### src/hdl/bgtl_pkg.sv
// ----------------------------------------------------------------------------
// bgtl_pkg
// Shared types, constants and helpers for the blue/gold teach/learn controller.
// ----------------------------------------------------------------------------
package bgtl_pkg;

  localparam int ENTRIES     = 8;
  localparam int IDX_W       = $clog2(ENTRIES);
  localparam int SEL_W       = 4;
  localparam int EVENT_W     = 64;
  localparam int QUEUE_DEPTH = 4;

  typedef enum logic {
    OP_UPDATE = 1'b0,
    OP_LEARN  = 1'b1
  } opcode_t;

  typedef enum logic [1:0] {
    MODE_OFF   = 2'd0,
    MODE_LEARN = 2'd1,
    MODE_TEACH = 2'd2
  } mode_t;

  typedef enum logic [1:0] {
    KIND_STATUS = 2'd0,
    KIND_WRITE  = 2'd1,
    KIND_TEACH  = 2'd2
  } kind_t;

  typedef enum logic {
    BK_IDLE = 1'b0,
    BK_RUN  = 1'b1
  } back_state_t;

  typedef struct packed {
    logic               opcode;
    logic               blue_pressed;
    logic               gold_pressed;
    logic [EVENT_W-1:0] evt_id;
  } in_item_t;

  typedef struct packed {
    logic [1:0]         kind;
    logic [IDX_W-1:0]   entry_index;
    logic [EVENT_W-1:0] event_id_out;
    logic [1:0]         mode;
    logic [SEL_W-1:0]   selection;
    logic               last;
  } out_item_t;

  // Work handed from the front to the back for one item.
  typedef struct packed {
    logic               teach_req;
    logic [IDX_W-1:0]   teach_idx;
    logic [ENTRIES-1:0] write_mask;
    logic [EVENT_W-1:0] evt_id;
    logic [1:0]         mode;
    logic [SEL_W-1:0]   selection;
  } cmd_t;

  function automatic logic [IDX_W-1:0] lowest_set(input logic [ENTRIES-1:0] m);
    logic [IDX_W-1:0] r;
    r = '0;
    for (int i = ENTRIES - 1; i >= 0; i--) begin
      if (m[i]) begin
        r = IDX_W'(i);
      end
    end
    return r;
  endfunction

endpackage

### src/hdl/blue_gold_teach_learn_controller.sv
// ----------------------------------------------------------------------------
// blue_gold_teach_learn_controller
// Two-button teach/learn controller with queue-style item ports.
// ----------------------------------------------------------------------------
// Items enter through push/full and results leave through empty/pop. The
// front updates selection, gold mode and learn flags in the cycle an item is
// taken, so it takes one item per cycle while the command queue has room.
// The back turns each command into its results through a single output
// register, one per cycle while that register is free or being popped: a
// teach request if any, one write per flagged entry in ascending entry
// order, then a status item marked last. The back reads the next command
// only after it has loaded the status item of the last one; that sequencer
// and its output register set the rate.
// Mode and selection on every result are the values after the whole item.
// No memory clearing pass is needed after reset.
// ----------------------------------------------------------------------------
module blue_gold_teach_learn_controller #(
  parameter int QUEUE_DEPTH = bgtl_pkg::QUEUE_DEPTH
) (
  input  logic                clk,
  input  logic                rst,
  input  logic                push,
  output logic                full,
  input  bgtl_pkg::in_item_t  in_item,
  output logic                empty,
  input  logic                pop,
  output bgtl_pkg::out_item_t out_item
);

  bgtl_pkg::cmd_t cmd_in;   // command built by the front
  bgtl_pkg::cmd_t cmd_out;  // head of the queue
  logic           take;     // item accepted this cycle
  logic           q_empty;
  logic           q_rd;

  assign take = push && !full;

  bgtl_front u_front (
    .clk     (clk),
    .rst     (rst),
    .take    (take),
    .in_item (in_item),
    .cmd     (cmd_in)
  );

  bgtl_cmdq #(
    .DEPTH (QUEUE_DEPTH)
  ) u_cmdq (
    .clk     (clk),
    .rst     (rst),
    .wr      (take),
    .wr_data (cmd_in),
    .rd      (q_rd),
    .rd_data (cmd_out),
    .q_full  (full),
    .q_empty (q_empty)
  );

  bgtl_back u_back (
    .clk      (clk),
    .rst      (rst),
    .q_empty  (q_empty),
    .q_data   (cmd_out),
    .q_rd     (q_rd),
    .pop      (pop),
    .empty    (empty),
    .out_item (out_item)
  );

endmodule

### src/hdl/bgtl_front.sv
// ----------------------------------------------------------------------------
// bgtl_front
// Takes items, updates selection, mode and learn flags, and issues a command.
// ----------------------------------------------------------------------------
module bgtl_front (
  input  logic               clk,
  input  logic               rst,
  input  logic               take,
  input  bgtl_pkg::in_item_t in_item,
  output bgtl_pkg::cmd_t     cmd
);

  logic [bgtl_pkg::SEL_W-1:0]   blue_count, blue_count_next;
  logic [1:0]                   gold_mode, gold_mode_next;
  logic [bgtl_pkg::ENTRIES-1:0] learn_flags, learn_flags_next;

  logic [bgtl_pkg::SEL_W:0]     blue_sum;
  logic [bgtl_pkg::SEL_W-1:0]   b1;
  logic [1:0]                   m1;
  logic [bgtl_pkg::IDX_W-1:0]   sel_idx0, sel_idx1;

  assign sel_idx0 = bgtl_pkg::IDX_W'(blue_count - 1'b1);
  assign sel_idx1 = bgtl_pkg::IDX_W'(b1 - 1'b1);
  assign blue_sum = {1'b0, blue_count} + 1'b1;

  // blue stage
  always_comb begin
    b1 = blue_count;
    m1 = gold_mode;
    if (in_item.blue_pressed) begin
      b1 = (blue_sum > (bgtl_pkg::SEL_W + 1)'(bgtl_pkg::ENTRIES)) ? '0
           : blue_sum[bgtl_pkg::SEL_W-1:0];
      if (gold_mode == bgtl_pkg::MODE_OFF) begin
        m1 = bgtl_pkg::MODE_LEARN;
      end
    end
  end

  // gold stage and learn event
  always_comb begin
    blue_count_next  = blue_count;
    gold_mode_next   = gold_mode;
    learn_flags_next = learn_flags;
    cmd              = '0;
    cmd.evt_id       = in_item.evt_id;
    if (in_item.opcode == bgtl_pkg::OP_UPDATE) begin
      blue_count_next = b1;
      gold_mode_next  = m1;
      if (in_item.gold_pressed) begin
        unique case (m1)
          bgtl_pkg::MODE_OFF: begin
            gold_mode_next  = bgtl_pkg::MODE_TEACH;
            blue_count_next = bgtl_pkg::SEL_W'(1);
          end
          bgtl_pkg::MODE_LEARN: begin
            if (b1 != '0) begin
              learn_flags_next[sel_idx1] = 1'b1;
              blue_count_next            = bgtl_pkg::SEL_W'(1);
            end
          end
          default: begin
            cmd.teach_req   = (b1 != '0);
            cmd.teach_idx   = sel_idx1;
            gold_mode_next  = bgtl_pkg::MODE_OFF;
            blue_count_next = '0;
          end
        endcase
      end
    end else begin
      cmd.write_mask = learn_flags;
      if (blue_count != '0) begin
        cmd.write_mask[sel_idx0] = 1'b1;
      end
      learn_flags_next = '0;
      gold_mode_next   = bgtl_pkg::MODE_OFF;
      blue_count_next  = '0;
    end
    cmd.mode      = gold_mode_next;
    cmd.selection = blue_count_next;
  end

  always_ff @(posedge clk) begin
    if (rst) begin
      blue_count  <= '0;
      gold_mode   <= bgtl_pkg::MODE_OFF;
      learn_flags <= '0;
    end else if (take) begin
      blue_count  <= blue_count_next;
      gold_mode   <= gold_mode_next;
      learn_flags <= learn_flags_next;
    end
  end

endmodule

### src/hdl/bgtl_cmdq.sv
// ----------------------------------------------------------------------------
// bgtl_cmdq
// Small command queue between front and back.
// ----------------------------------------------------------------------------
module bgtl_cmdq #(
  parameter int DEPTH = bgtl_pkg::QUEUE_DEPTH
) (
  input  logic           clk,
  input  logic           rst,
  input  logic           wr,
  input  bgtl_pkg::cmd_t wr_data,
  input  logic           rd,
  output bgtl_pkg::cmd_t rd_data,
  output logic           q_full,
  output logic           q_empty
);

  localparam int PTR_W = (DEPTH > 1) ? $clog2(DEPTH) : 1;
  localparam int CNT_W = $clog2(DEPTH + 1);

  bgtl_pkg::cmd_t   mem [DEPTH];
  logic [PTR_W-1:0] wr_ptr, rd_ptr;
  logic [CNT_W-1:0] count;
  logic             do_wr, do_rd;

  assign q_full  = (count == CNT_W'(DEPTH));
  assign q_empty = (count == '0);
  assign do_wr   = wr && !q_full;
  assign do_rd   = rd && !q_empty;
  assign rd_data = mem[rd_ptr];

  always_ff @(posedge clk) begin
    if (do_wr) begin
      mem[wr_ptr] <= wr_data;
    end
  end

  always_ff @(posedge clk) begin
    if (rst) begin
      wr_ptr <= '0;
      rd_ptr <= '0;
      count  <= '0;
    end else begin
      if (do_wr) begin
        wr_ptr <= (wr_ptr == PTR_W'(DEPTH - 1)) ? '0 : wr_ptr + 1'b1;
      end
      if (do_rd) begin
        rd_ptr <= (rd_ptr == PTR_W'(DEPTH - 1)) ? '0 : rd_ptr + 1'b1;
      end
      if (do_wr && !do_rd) begin
        count <= count + 1'b1;
      end else if (do_rd && !do_wr) begin
        count <= count - 1'b1;
      end
    end
  end

endmodule

### src/hdl/bgtl_back.sv
// ----------------------------------------------------------------------------
// bgtl_back
// Expands one command into teach/write results and a closing status item.
// ----------------------------------------------------------------------------
module bgtl_back (
  input  logic                clk,
  input  logic                rst,
  input  logic                q_empty,
  input  bgtl_pkg::cmd_t      q_data,
  output logic                q_rd,
  input  logic                pop,
  output logic                empty,
  output bgtl_pkg::out_item_t out_item
);

  bgtl_pkg::back_state_t state, state_next;
  bgtl_pkg::cmd_t        cur, cur_next;
  bgtl_pkg::out_item_t   res;
  logic                  out_valid;
  logic                  out_free;
  logic                  load;

  assign empty    = !out_valid;
  assign out_free = !out_valid || pop;

  always_ff @(posedge clk) begin
    if (rst) begin
      state     <= bgtl_pkg::BK_IDLE;
      out_valid <= 1'b0;
    end else begin
      state <= state_next;
      if (load) begin
        out_valid <= 1'b1;
      end else if (pop) begin
        out_valid <= 1'b0;
      end
    end
  end

  always_ff @(posedge clk) begin
    cur <= cur_next;
    if (load) begin
      out_item <= res;
    end
  end

  always_comb begin
    state_next      = state;
    cur_next        = cur;
    q_rd            = 1'b0;
    load            = 1'b0;
    res             = '0;
    res.mode        = cur.mode;
    res.selection   = cur.selection;
    res.kind        = bgtl_pkg::KIND_STATUS;
    unique case (state)
      bgtl_pkg::BK_IDLE: begin
        if (!q_empty) begin
          q_rd       = 1'b1;
          cur_next   = q_data;
          state_next = bgtl_pkg::BK_RUN;
        end
      end
      bgtl_pkg::BK_RUN: begin
        if (out_free) begin
          load = 1'b1;
          if (cur.teach_req) begin
            res.kind           = bgtl_pkg::KIND_TEACH;
            res.entry_index    = cur.teach_idx;
            cur_next.teach_req = 1'b0;
          end else if (cur.write_mask != '0) begin
            res.kind            = bgtl_pkg::KIND_WRITE;
            res.entry_index     = bgtl_pkg::lowest_set(cur.write_mask);
            res.event_id_out    = cur.evt_id;
            cur_next.write_mask = cur.write_mask & (cur.write_mask - 1'b1);
          end else begin
            res.last   = 1'b1;
            state_next = bgtl_pkg::BK_IDLE;
          end
        end
      end
      default: begin
        state_next = bgtl_pkg::BK_IDLE;
      end
    endcase
  end

endmodule

### config.mk
export PLATFORM = sky130hd
export DESIGN_NAME = blue_gold_teach_learn_controller
export DESIGN_NICKNAME = d
export VERILOG_FILES = /design/src/hdl/bgtl_pkg.sv /design/src/hdl/blue_gold_teach_learn_controller.sv /design/src/hdl/bgtl_front.sv /design/src/hdl/bgtl_cmdq.sv /design/src/hdl/bgtl_back.sv
export SDC_FILE = /design/constraint.sdc
export NUM_CORES = 1
export LEC_CHECK = 0
export CORE_MARGIN = 10
export CORE_UTILIZATION = 60
export DETAILED_ROUTE_END_ITERATION = 8
export DONT_BUFFER_PORTS = 1
export PLACE_DENSITY_LB_ADDON = 0.2
export SLEW_MARGIN = 20
export SYNTH_ARGS = -nofsm -noshare
export SYNTH_HDL_FRONTEND = slang
export SYNTH_HIERARCHICAL = 1
export SYNTH_SLANG_ARGS = --single-unit
### constraint.sdc
create_clock -name clk -period 5.27 [get_ports clk]
set_input_delay 0.2635 -clock clk [delete_from_list [all_inputs] [get_ports clk]]
set_output_delay 0.2635 -clock clk [all_outputs]
set_load 0.03 [all_outputs]
==> reports/results.tsv, run 1 <==
metric	value	unit
Startpoint Class	flip-flop	
fraction of layout cells with a size suffix above 1	0.193	
IO Pins	149	
largest cells by area after synthesis	edfxtp_1 (75%), mux4_2 (9.5%), buf_4 (2.6%)	
HP Start	in_item[66]	
Max clock buf depth	3	
ys async rst share	0	
Routability Congestion	0.798	
Met2 Wirelength	17.2	mm
number of DRC markers in iteration 0	674	
die width	200	um
# DRC	0	
highest-delay cell along the critical path	dfxtp_1	
storage element area	15100	um2
Yosys top cell area share	0.747	
via count	8452	
WP data arrival	3.54	ns
M1 WL	14.6	mm
HP Class	in -> reg	
filler-free cell count of the finished design	1483	
first-pass GRT wire length	53.9	mm
post-route ant nets	0	
routed wl met3	1.74	mm
Yosys reg bits	511	
post-DP HPWL	20.0	mm
worst r2r path cells	11	
clock slew at reported path FFs	0.06	ns
H-tree depth	2	
setup violators final	0	
yosys warns	6	
cts repair resizes	0	
Hold Path End	u_cmdq/mem[2][75]	
slew at the pin closest to its max-slew limit	1.04	ns
Port Buffers	0	
syn nets	1052	
nets	1081	
period utilisation layout	0.585	
Hold Path Depth	1	
DR pass1 iterations	6	
fin. max-slew vios	0	
clock latency on the worst-skew pair	0.55	ns
unrepaired setup endpoints after global routing	no	
pre-CTS setup slack	2.08	ns
CTS tree	built	
final hold vios	0	
Slew headroom	0.306	
CTS root buffer	clkbuf_16	
vias in the first global route	8991	
largest fanout on the critical path	19	
Post-Synthesis Cells	970	
Placed Instances	1320	
Sink Count	511	
largest net degree at the start of global routing	77	
reg-to-reg slack, setup	2.19	ns
setup tns final	0	ns
Max stage delay on crit path	0.44	ns
Critical Path End Type	flip-flop	
Design Power	11.5	mW
fin worst setup slack	2.19	ns
LEAKAGE	7.01	nW
Via density	5.70	
Multi-input gate area	3620	um2
post-synthesis sequential area ratio	0.773	
Area Growth Syn to Fin	11.0	%
fillcell total	2079	
Congestion Overflow GR	0	
worst vdd ir	0.373	mV
initial antenna violation count	5	
pwr/cell area	532	nW/um2
DR WL/cell	23.0	um
minimum clock period	3.08	ns
status	finished, final reports clean	
drt total wl	34.1	mm
Overall Global Routing Usage	0.171	
num rows	66	
dominant cell type by area after synthesis	edfxtp_1	
CP required	5.72	ns
CP Class	reg -> reg	
f_max	0.324	GHz
count of cell types in the netlist	64	
Max Clock Skew	0.0194	ns
max_cap viols	0	
core area	32400	um2
EDFF count, synth	486	
synthesized area per cell	20.1	um2
die area	40200	um2
Initial Util	0.604	
Netlist Area Pre-Place	19500	um2
Die Height	200	um
CTS Buf Count	49	
reg2reg end	u_cmdq/count[2]	
R2R Path Start	u_cmdq/count[0]	
critical path, cell by cell	or3b_1, clkinv_4, nor2b_4, bufinv_8, nor2_2, ha_1, inv_1, fa_1, xor2_1, or3_1, a21oi_1	
Post-synth top flop	edfxtp_1	
Max Used Layer	met5	
[flip-flops by register name, summed over array words and instances, names as in the netlist, named ones only]
register and count:
u_back/out_valid 1, u_cmdq/count 3, u_front/learn_flags 8, u_front/blue_count 4, u_cmdq/rd_ptr 2, u_back/out_item 76, u_cmdq/mem 328, u_back/cur 82
u_front/gold_mode 2, u_back/state 1, u_cmdq/wr_ptr 2
[cells in the final DEF, fill, tap and decap left out, types with 3 or more instances in the layout]
| master | count |
|---|---|
| clkinv_1 | 13 |
| ha_1 | 10 |
| nand3_1 | 5 |
| nor2b_1 | 4 |
| o211ai_1 | 3 |
| nand2b_1 | 5 |
| a31oi_1 | 4 |
| xnor2_1 | 3 |
| a21oi_1 | 20 |
| nand2_1 | 20 |
| or3_1 | 3 |
| o21a_1 | 4 |
| and2_4 | 20 |
| inv_1 | 18 |
| mux4_2 | 82 |
| clkbuf_16 | 50 |
| mux2i_1 | 5 |
| diode_2 | 4 |
| buf_4 | 11 |
| o31ai_1 | 11 |
| dfxtp_1 | 23 |
| and3_4 | 4 |
| clkbuf_1 | 19 |
| nor2_1 | 19 |
| a32o_1 | 5 |
| edfxtp_1 | 486 |
| and2_1 | 47 |
| nor3_1 | 12 |
| dlygate4sd3_1 | 69 |
| o21ai_0 | 5 |
| clkinv_2 | 4 |
[per-stage QoR]
step,utilization,hold WS (ns),instance area (um2)
2_1_floorplan,-,0.333,19500
3_3_place_gp,0.601,0.339,19500
3_5_place_dp,0.602,0.342,19500
4_1_cts,0.669,0.0000120,21600
5_1_grt,0.670,0.0204,21700
6_report,0.670,0.0151,21700
[Yosys cell counts (all sizes together), types with 3 or more instances]
library cell / number
nor3: 13
dfxtp: 25
and2: 67
nand2b: 5
edfxtp: 486
or3: 3
nor2: 21
a31oi: 4
xnor2: 3
nor4: 3
ha: 10
nor2b: 6
mux4: 82
nand2: 21
o31ai: 14
mux2i: 5
o211ai: 3
o21ai: 8
a21oi: 21
a32o: 5
inv: 20
buf: 93
nand3: 5
o21a: 4
clkbuf: 11
and3: 6
[final cells by class]
type                       instances  area share
antenna                            4    0.000462
clock buffer                      69      0.0610
clock inverter                    20     0.00669
inverter                          22     0.00479
multi-input combinational        333       0.167
sequential                       511       0.697
tap                              442      0.0255
timing repair buffer              82      0.0382
[worst max-delay path: cells and delay by family, from the launching register on]
family | cells | cell delay [ns]
flip-flops | 1 | 0.44
AO/OA/AOI/OAI | 1 | 0.15
adder cells (fa/ha/maj) | 2 | 0.57
XOR/XNOR | 1 | 0.15
buffers and inverters | 3 | 0.50
AND/OR/NAND/NOR | 4 | 1.19
[worst max path at each step]
stage / slack (ns) / cells after the start / end / from
6_report: 2.19 / 11 / u_cmdq/count[2] / u_cmdq/count[0]
5_1_grt: 1.97 / 11 / u_cmdq/count[2] / u_cmdq/count[0]
4_1_cts: 2.06 / 5 / u_cmdq/mem[3][32] / u_cmdq/count[0]
3_5_place_dp: 2.08 / 5 / u_cmdq/mem[3][68] / u_cmdq/count[0]
3_3_place_gp: 2.13 / 5 / u_cmdq/mem[2][81] / u_cmdq/count[0]
2_1_floorplan: 0.94 / 10 / u_cmdq/count[2] / u_cmdq/count[0]
[repair_timing]
action | in CTS | in global routing
hold buffers | 69 | 0
buffers inserted | 0 | 0
hold endpoints to repair | 280 | 0
[report_power, final]
part / switching [mW] / internal [mW] / total [mW]
clock: 1.36 / 1.84 / 3.20
sequential: 0.759 / 5.69 / 6.45
combinational: 1.08 / 0.793 / 1.88
total: 3.20 / 8.32 / 11.5
[per-layer routing]
metal	GRT usage	up-vias
li1	-	3831
met1	0.229	4341
met2	0.286	225
met3	0.0352	53
met4	0.0371	2
met5	0	-
[cells by family (layout without fill, tap and decap cells)]
group	count (synthesis)	after routing	share of synthesized area
flip-flops	511	511	0.773
buffers and inverters	126	193	0.0441
AND/OR/NAND/NOR	160	160	0.0499
adder cells (fa/ha/maj)	11	11	0.00743
other	0	4	0
AO/OA/AOI/OAI	70	70	0.0267
multiplexers	87	87	0.0971
XOR/XNOR	5	5	0.00224
(Power assumes the default switching activity.)
==> run 2: changes to the inputs <==
==> constraint.sdc (replaced) <==
create_clock -name clk -period 3.05 [get_ports clk]
set_input_delay 0.1525 -clock clk [delete_from_list [all_inputs] [get_ports clk]]
set_output_delay 0.1525 -clock clk [all_outputs]
set_load 0.03 [all_outputs]
==> run 2 against run 1 <==
Against the previous run: routed wire length up 0.86%; clock power up 75%; cell count up 1.0%; critical path depth down 1; non-clock buffer count up 17; clock skew down 0.0068 ns; final area up 0.97%; register-to-register slack worse by 2.0 ns; die area unchanged; critical path type unchanged; first-iteration DRC count down 16%; clock-buffer cell count down 2.
==> reports/results.tsv, run 2 (synthesis gave the netlist of run 1 again) <==
metric	value	unit
hold slack final	0.0544	ns
post-DP HPWL	20.8	mm
combinational share of power	0.171	
Area Growth Syn to Fin	12.0	%
Placed Instances	1337	
die area	40200	um2
commonest non-fill, non-tap cell in the layout	edfxtp_1	
Port Buffers	0	
final hold vios	0	
critical path, cell by cell	ha_1, and4b_1, a222oi_1, o22ai_1, inv_1, ha_1, inv_1, a211o_4, o31ai_4, a21oi_1	
pwr/cell area	920	nW/um2
clock latency on the worst-skew pair	0.56	ns
setup tns final	0	ns
period utilisation layout	0.932	
highest-delay cell along the critical path	dfxtp_1	
vias in the first global route	9157	
Regs by FF count	u_cmdq/mem x328, u_back/cur x82, u_back/out_item x76	
WP data arrival	3.13	ns
worst vdd ir	0.693	mV
number of DRC markers in iteration 0	567	
via count	8580	
Worst Setup SP	u_front/blue_count[1]	
P_sw	5.65	mW
Critical Path End Type	flip-flop	
max FFs per register	328	
post-route ant nets	0	
core area	32400	um2
fin worst setup slack	0.207	ns
filler-free cell count of the finished design	1498	
CTS tree	built	
CTS Buf Count	50	
pre-CTS setup slack	0.237	ns
fin. max-slew vios	0	
Overall Global Routing Usage	0.174	
Max Clock Skew	0.0126	ns
CP Class	reg -> reg	
Sw Share	0.281	
CP required	3.33	ns
Flop pwr share	0.552	
R2R Path Start	u_front/blue_count[1]	
Buf/Inv on CP	2	
Slew headroom	0.449	
die width	200	um
IO Pins	149	
Via density	5.73	
max_cap viols	0	
most frequent cells in the layout	edfxtp_1 (486), mux4_2 (82), dlygate4sd3_1 (70), clkbuf_16 (51), and2_1 (47)	
fraction of layout cells with a size suffix above 1	0.211	
largest net degree at the start of global routing	52	
minimum clock period	2.84	ns
CTS root buffer	clkbuf_16	
HP Class	in -> reg	
Reg with most FFs	u_cmdq/mem	
num rows	66	
internal power	14.5	mW
unrepaired setup endpoints after global routing	no	
Startpoint Class	flip-flop	
f_max	0.352	GHz
HP Start	in_item[65]	
Initial Util	0.604	
Routability Congestion	0.804	
slew at the pin closest to its max-slew limit	0.823	ns
setup violators final	0	
Max clock buf depth	3	
Sink Count	511	
Die Height	200	um
drt total wl	34.4	mm
H-tree depth	2	
CP delay by family, top	compound AO/OA/AOI/OAI gates	
DR WL/cell	23.0	um
LEAKAGE	7.12	nW
fillcell total	2075	
status	finished, final reports clean	
largest fanout on the critical path	7	
Max stage delay on crit path	0.41	ns
clock slew at reported path FFs	0.06	ns
first-pass GRT wire length	54.6	mm
# DRC	0	
clock group share of total power	0.278	
initial antenna violation count	2	
nets	1099	
DR pass1 iterations	7	
postcts setup bufs	0	
Congestion Overflow GR	0	
## run 2: timing repair
item | 4_1_cts | 5_1_grt
hold buffers | 70 | 0
setup endpoints to repair | 0 | 2
endpoints found under the hold margin | 348 | 0
resized for setup | 0 | 1
## run 2: area by class of cell
| type | instances | area [um2] | area share |
|---|---|---|---|
| timing repair buffer | 99 | 1010 | 0.0460 |
| clock inverter | 23 | 156 | 0.00714 |
| clock buffer | 67 | 1350 | 0.0615 |
| inverter | 22 | 103 | 0.00469 |
| tap | 442 | 553 | 0.0253 |
| sequential | 511 | 15100 | 0.690 |
| antenna | 1 | 2.50 | 0.000114 |
| multi-input combinational | 333 | 3620 | 0.165 |
## run 2: through the flow
stage	utilization	instance area [um2]	power [mW]
after floorplan	-	19500	13.7
after global placement	0.608	19700	14.6
after detailed placement	0.608	19700	14.7
after CTS	0.676	21900	20.4
after global routing	0.676	21900	21.1
final	0.676	21900	20.1
## run 2: path summary, 6_finish.rpt
path | slack, ns | end | cells after the start
max reg2reg | 0.21 | u_cmdq/mem[3][0] | 10
min | 0.05 | u_front/blue_count[3] | 4
min reg2reg | 0.43 | u_back/out_item[5] | 0
max | 0.21 | u_cmdq/mem[3][0] | 10
## run 2: power groups by stage
stage | registers [mW] | logic [mW] | clock network [mW]
6_report | 11.1 | 3.44 | 5.59
5_1_grt | 11.3 | 3.79 | 6.04
4_1_cts | 11.2 | 3.53 | 5.72
3_5_place_dp | 11.3 | 3.41 | 0
3_3_place_gp | 11.2 | 3.36 | 0
2_1_floorplan | 11.0 | 2.70 | 0
## run 2: worst min-delay path, stage by stage
cell and delay (ns):
nand2_2 0.06, a21oi_1 0.08, nand3b_1 0.16, a21oi_1 0.12
## run 2: per-layer routing
layer  wire length (um)  vias to the layer above  global-route usage  share of wire
met5                 13                        -                   0        0.00038
met4                607                        2              0.0468          0.018
met3               2040                       53              0.0418          0.059
met2              17500                      240               0.286           0.51
met1              14200                     4426               0.231           0.41
li1                   -                     3859                   -              -
==> run 3: changes to the inputs <==
==> constraint.sdc (replaced) <==
create_clock -name clk -period 3.05 [get_ports clk]
set_input_delay 0.1525 -clock clk [delete_from_list [all_inputs] [get_ports clk]]
set_output_delay 0.1525 -clock clk [all_outputs]
set_load 0.05 [all_outputs]
==> run 3 against run 2 <==
Against the previous run: critical path depth unchanged; routed wire length down 0.10%; final area about the same; core utilization up 0.062 points; sequential cell count unchanged; power up 3.2%; maximum frequency up 2.8%; sequential share of layout area down 0.063 points; highest routed layer unchanged; critical path type unchanged; clock skew up 0.0055 ns; first-iteration DRC count down 5.5%; die area unchanged.
==> reports/results.tsv, run 3 (synthesis gave the netlist of run 1 again) <==
metric	value	unit
first-pass GRT wire length	54.1	mm
setup violators final	0	
# DRC	0	
status	finished, final reports clean	
max_cap viols	0	
CP Class	reg -> reg	
CTS root buffer	clkbuf_16	
Regs by FF count	u_cmdq/mem x328, u_back/cur x82, u_back/out_item x76	
pre-CTS setup slack	0.273	ns
HP Start	in_item[64]	
Via density	5.72	
Max Clock Skew	0.0181	ns
die width	200	um
clock slew at reported path FFs	0.06	ns
Area Growth Syn to Fin	12.1	%
CP required	3.32	ns
pwr/cell area	949	nW/um2
Final Util	0.677	
fin worst setup slack	0.285	ns
Sink Count	511	
reg2reg end	u_cmdq/mem[3][0]	
Critical Path End Type	flip-flop	
most frequent cells in the layout	edfxtp_1 (486), mux4_2 (82), dlygate4sd3_1 (70), clkbuf_16 (49), and2_1 (47)	
Initial Util	0.604	
HP Class	in -> reg	
minimum clock period	2.77	ns
Reg with most FFs	u_cmdq/mem	
Die Height	200	um
Max stage delay on crit path	0.41	ns
Max clock buf depth	3	
initial antenna violation count	3	
nets	1095	
design area	21900	um2
met2 Track Usage GR	0.283	
core area	32400	um2
Slew headroom	0.432	
slew at the pin closest to its max-slew limit	0.848	ns
worst r2r path cells	10	
largest fanout on the critical path	7	
IO Pins	149	
period utilisation layout	0.907	
busiest grt layer	met2	
drt total wl	34.4	mm
highest-delay cell along the critical path	dfxtp_1	
largest net degree at the start of global routing	77	
f_max	0.362	GHz
post-route ant nets	0	
postcts setup bufs	0	
num rows	66	
Hold Path Depth	2	
Port Buffers	0	
CTS Buf Count	49	
unrepaired setup endpoints after global routing	no	
routing usage on met3	0.0428	
H-tree depth	2	
Congestion Overflow GR	0	
Hold Path End	u_cmdq/mem[1][81]	
fraction of layout cells with a size suffix above 1	0.217	
Design Power	20.8	mW
worst vdd ir	0.568	mV
post-DP HPWL	19.9	mm
vias in the first global route	9126	
most frequent CP cell	inv_1	
hold slack final	0.0245	ns
reg-to-reg slack, setup	0.28	ns
max FFs per register	328	
CTS tree	built	
clock latency on the worst-skew pair	0.55	ns
via count	8560	
Startpoint Class	flip-flop	
Routability Congestion	0.799	
LEAKAGE	7.14	nW
number of DRC markers in iteration 0	536	
Area after DPL	19700	um2
DR WL/cell	23.0	um
R2R Path Start	u_front/blue_count[1]	
commonest non-fill, non-tap cell in the layout	edfxtp_1	
Overall Global Routing Usage	0.172	
fin. max-slew vios	0	
die area	40200	um2
grt met1 use	0.227	
critical path, cell by cell	ha_2, and4b_1, a222oi_1, o22ai_1, inv_1, ha_1, inv_1, a211o_4, o31ai_4, a21oi_1	
DR pass1 iterations	5	
final hold vios	0	
WP data arrival	3.04	ns
[run 3: area by class of cell]
class,instances,area [um2]
inverter,22,103
clock buffer,61,1290
tap,442,553
timing repair buffer,96,996
multi-input combinational,333,3620
sequential,511,15100
antenna,2,5.00
clock inverter,30,243
fill,2089,10500
[run 3: where the power goes]
part	switching, mW	internal, mW	total [mW]	leakage (nW)
combinational	1.99	1.49	3.49	1.63
clock	2.46	3.27	5.73	0.761
sequential	1.76	9.81	11.6	4.75
total	6.22	14.6	20.8	7.14
[run 3: worst max path at each step]
stage	slack, ns	end	cells after the start	from
final	0.28	u_cmdq/mem[3][0]	10	u_front/blue_count[1]
after global routing	0.05	u_cmdq/mem[3][0]	10	u_front/blue_count[1]
after CTS	0.26	u_cmdq/count[2]	11	u_cmdq/count[0]
after detailed placement	0.27	u_cmdq/mem[1][0]	10	u_front/blue_count[1]
after global placement	0.32	u_cmdq/mem[0][0]	10	u_front/blue_count[1]
after floorplan	-0.04	u_cmdq/count[2]	10	u_cmdq/count[1]
[run 3: repair_timing]
| action | in CTS | in global routing |
|---|---|---|
| hold buffers | 70 | 0 |
| hold endpoints to repair | 337 | 0 |
| endpoints found under the setup margin | 0 | 2 |
| resized for setup | 0 | 1 |
[run 3: per-layer routing]
metal | up-vias | share of wire
met5 | - | 0.00038
met4 | 2 | 0.020
met2 | 232 | 0.50
met3 | 59 | 0.061
li1 | 3856 | -
met1 | 4411 | 0.42
[run 3: metrics by stage]
stage	cells	setup TNS [ns]
final	1497	0
after floorplan	970	-0.0437
after global routing	1497	0
after CTS	1495	0
after global placement	1334	0
after detailed placement	1334	0
[run 3: critical path, delay by kind of cell (launching register included)]
kind,cells,cell delay (ns)
AOI/OAI and AO/OA,5,1.26
buffers and inverters,2,0.17
and+or+nand+nor,1,0.22
adders and majority gates,2,0.44
DFF,1,0.41
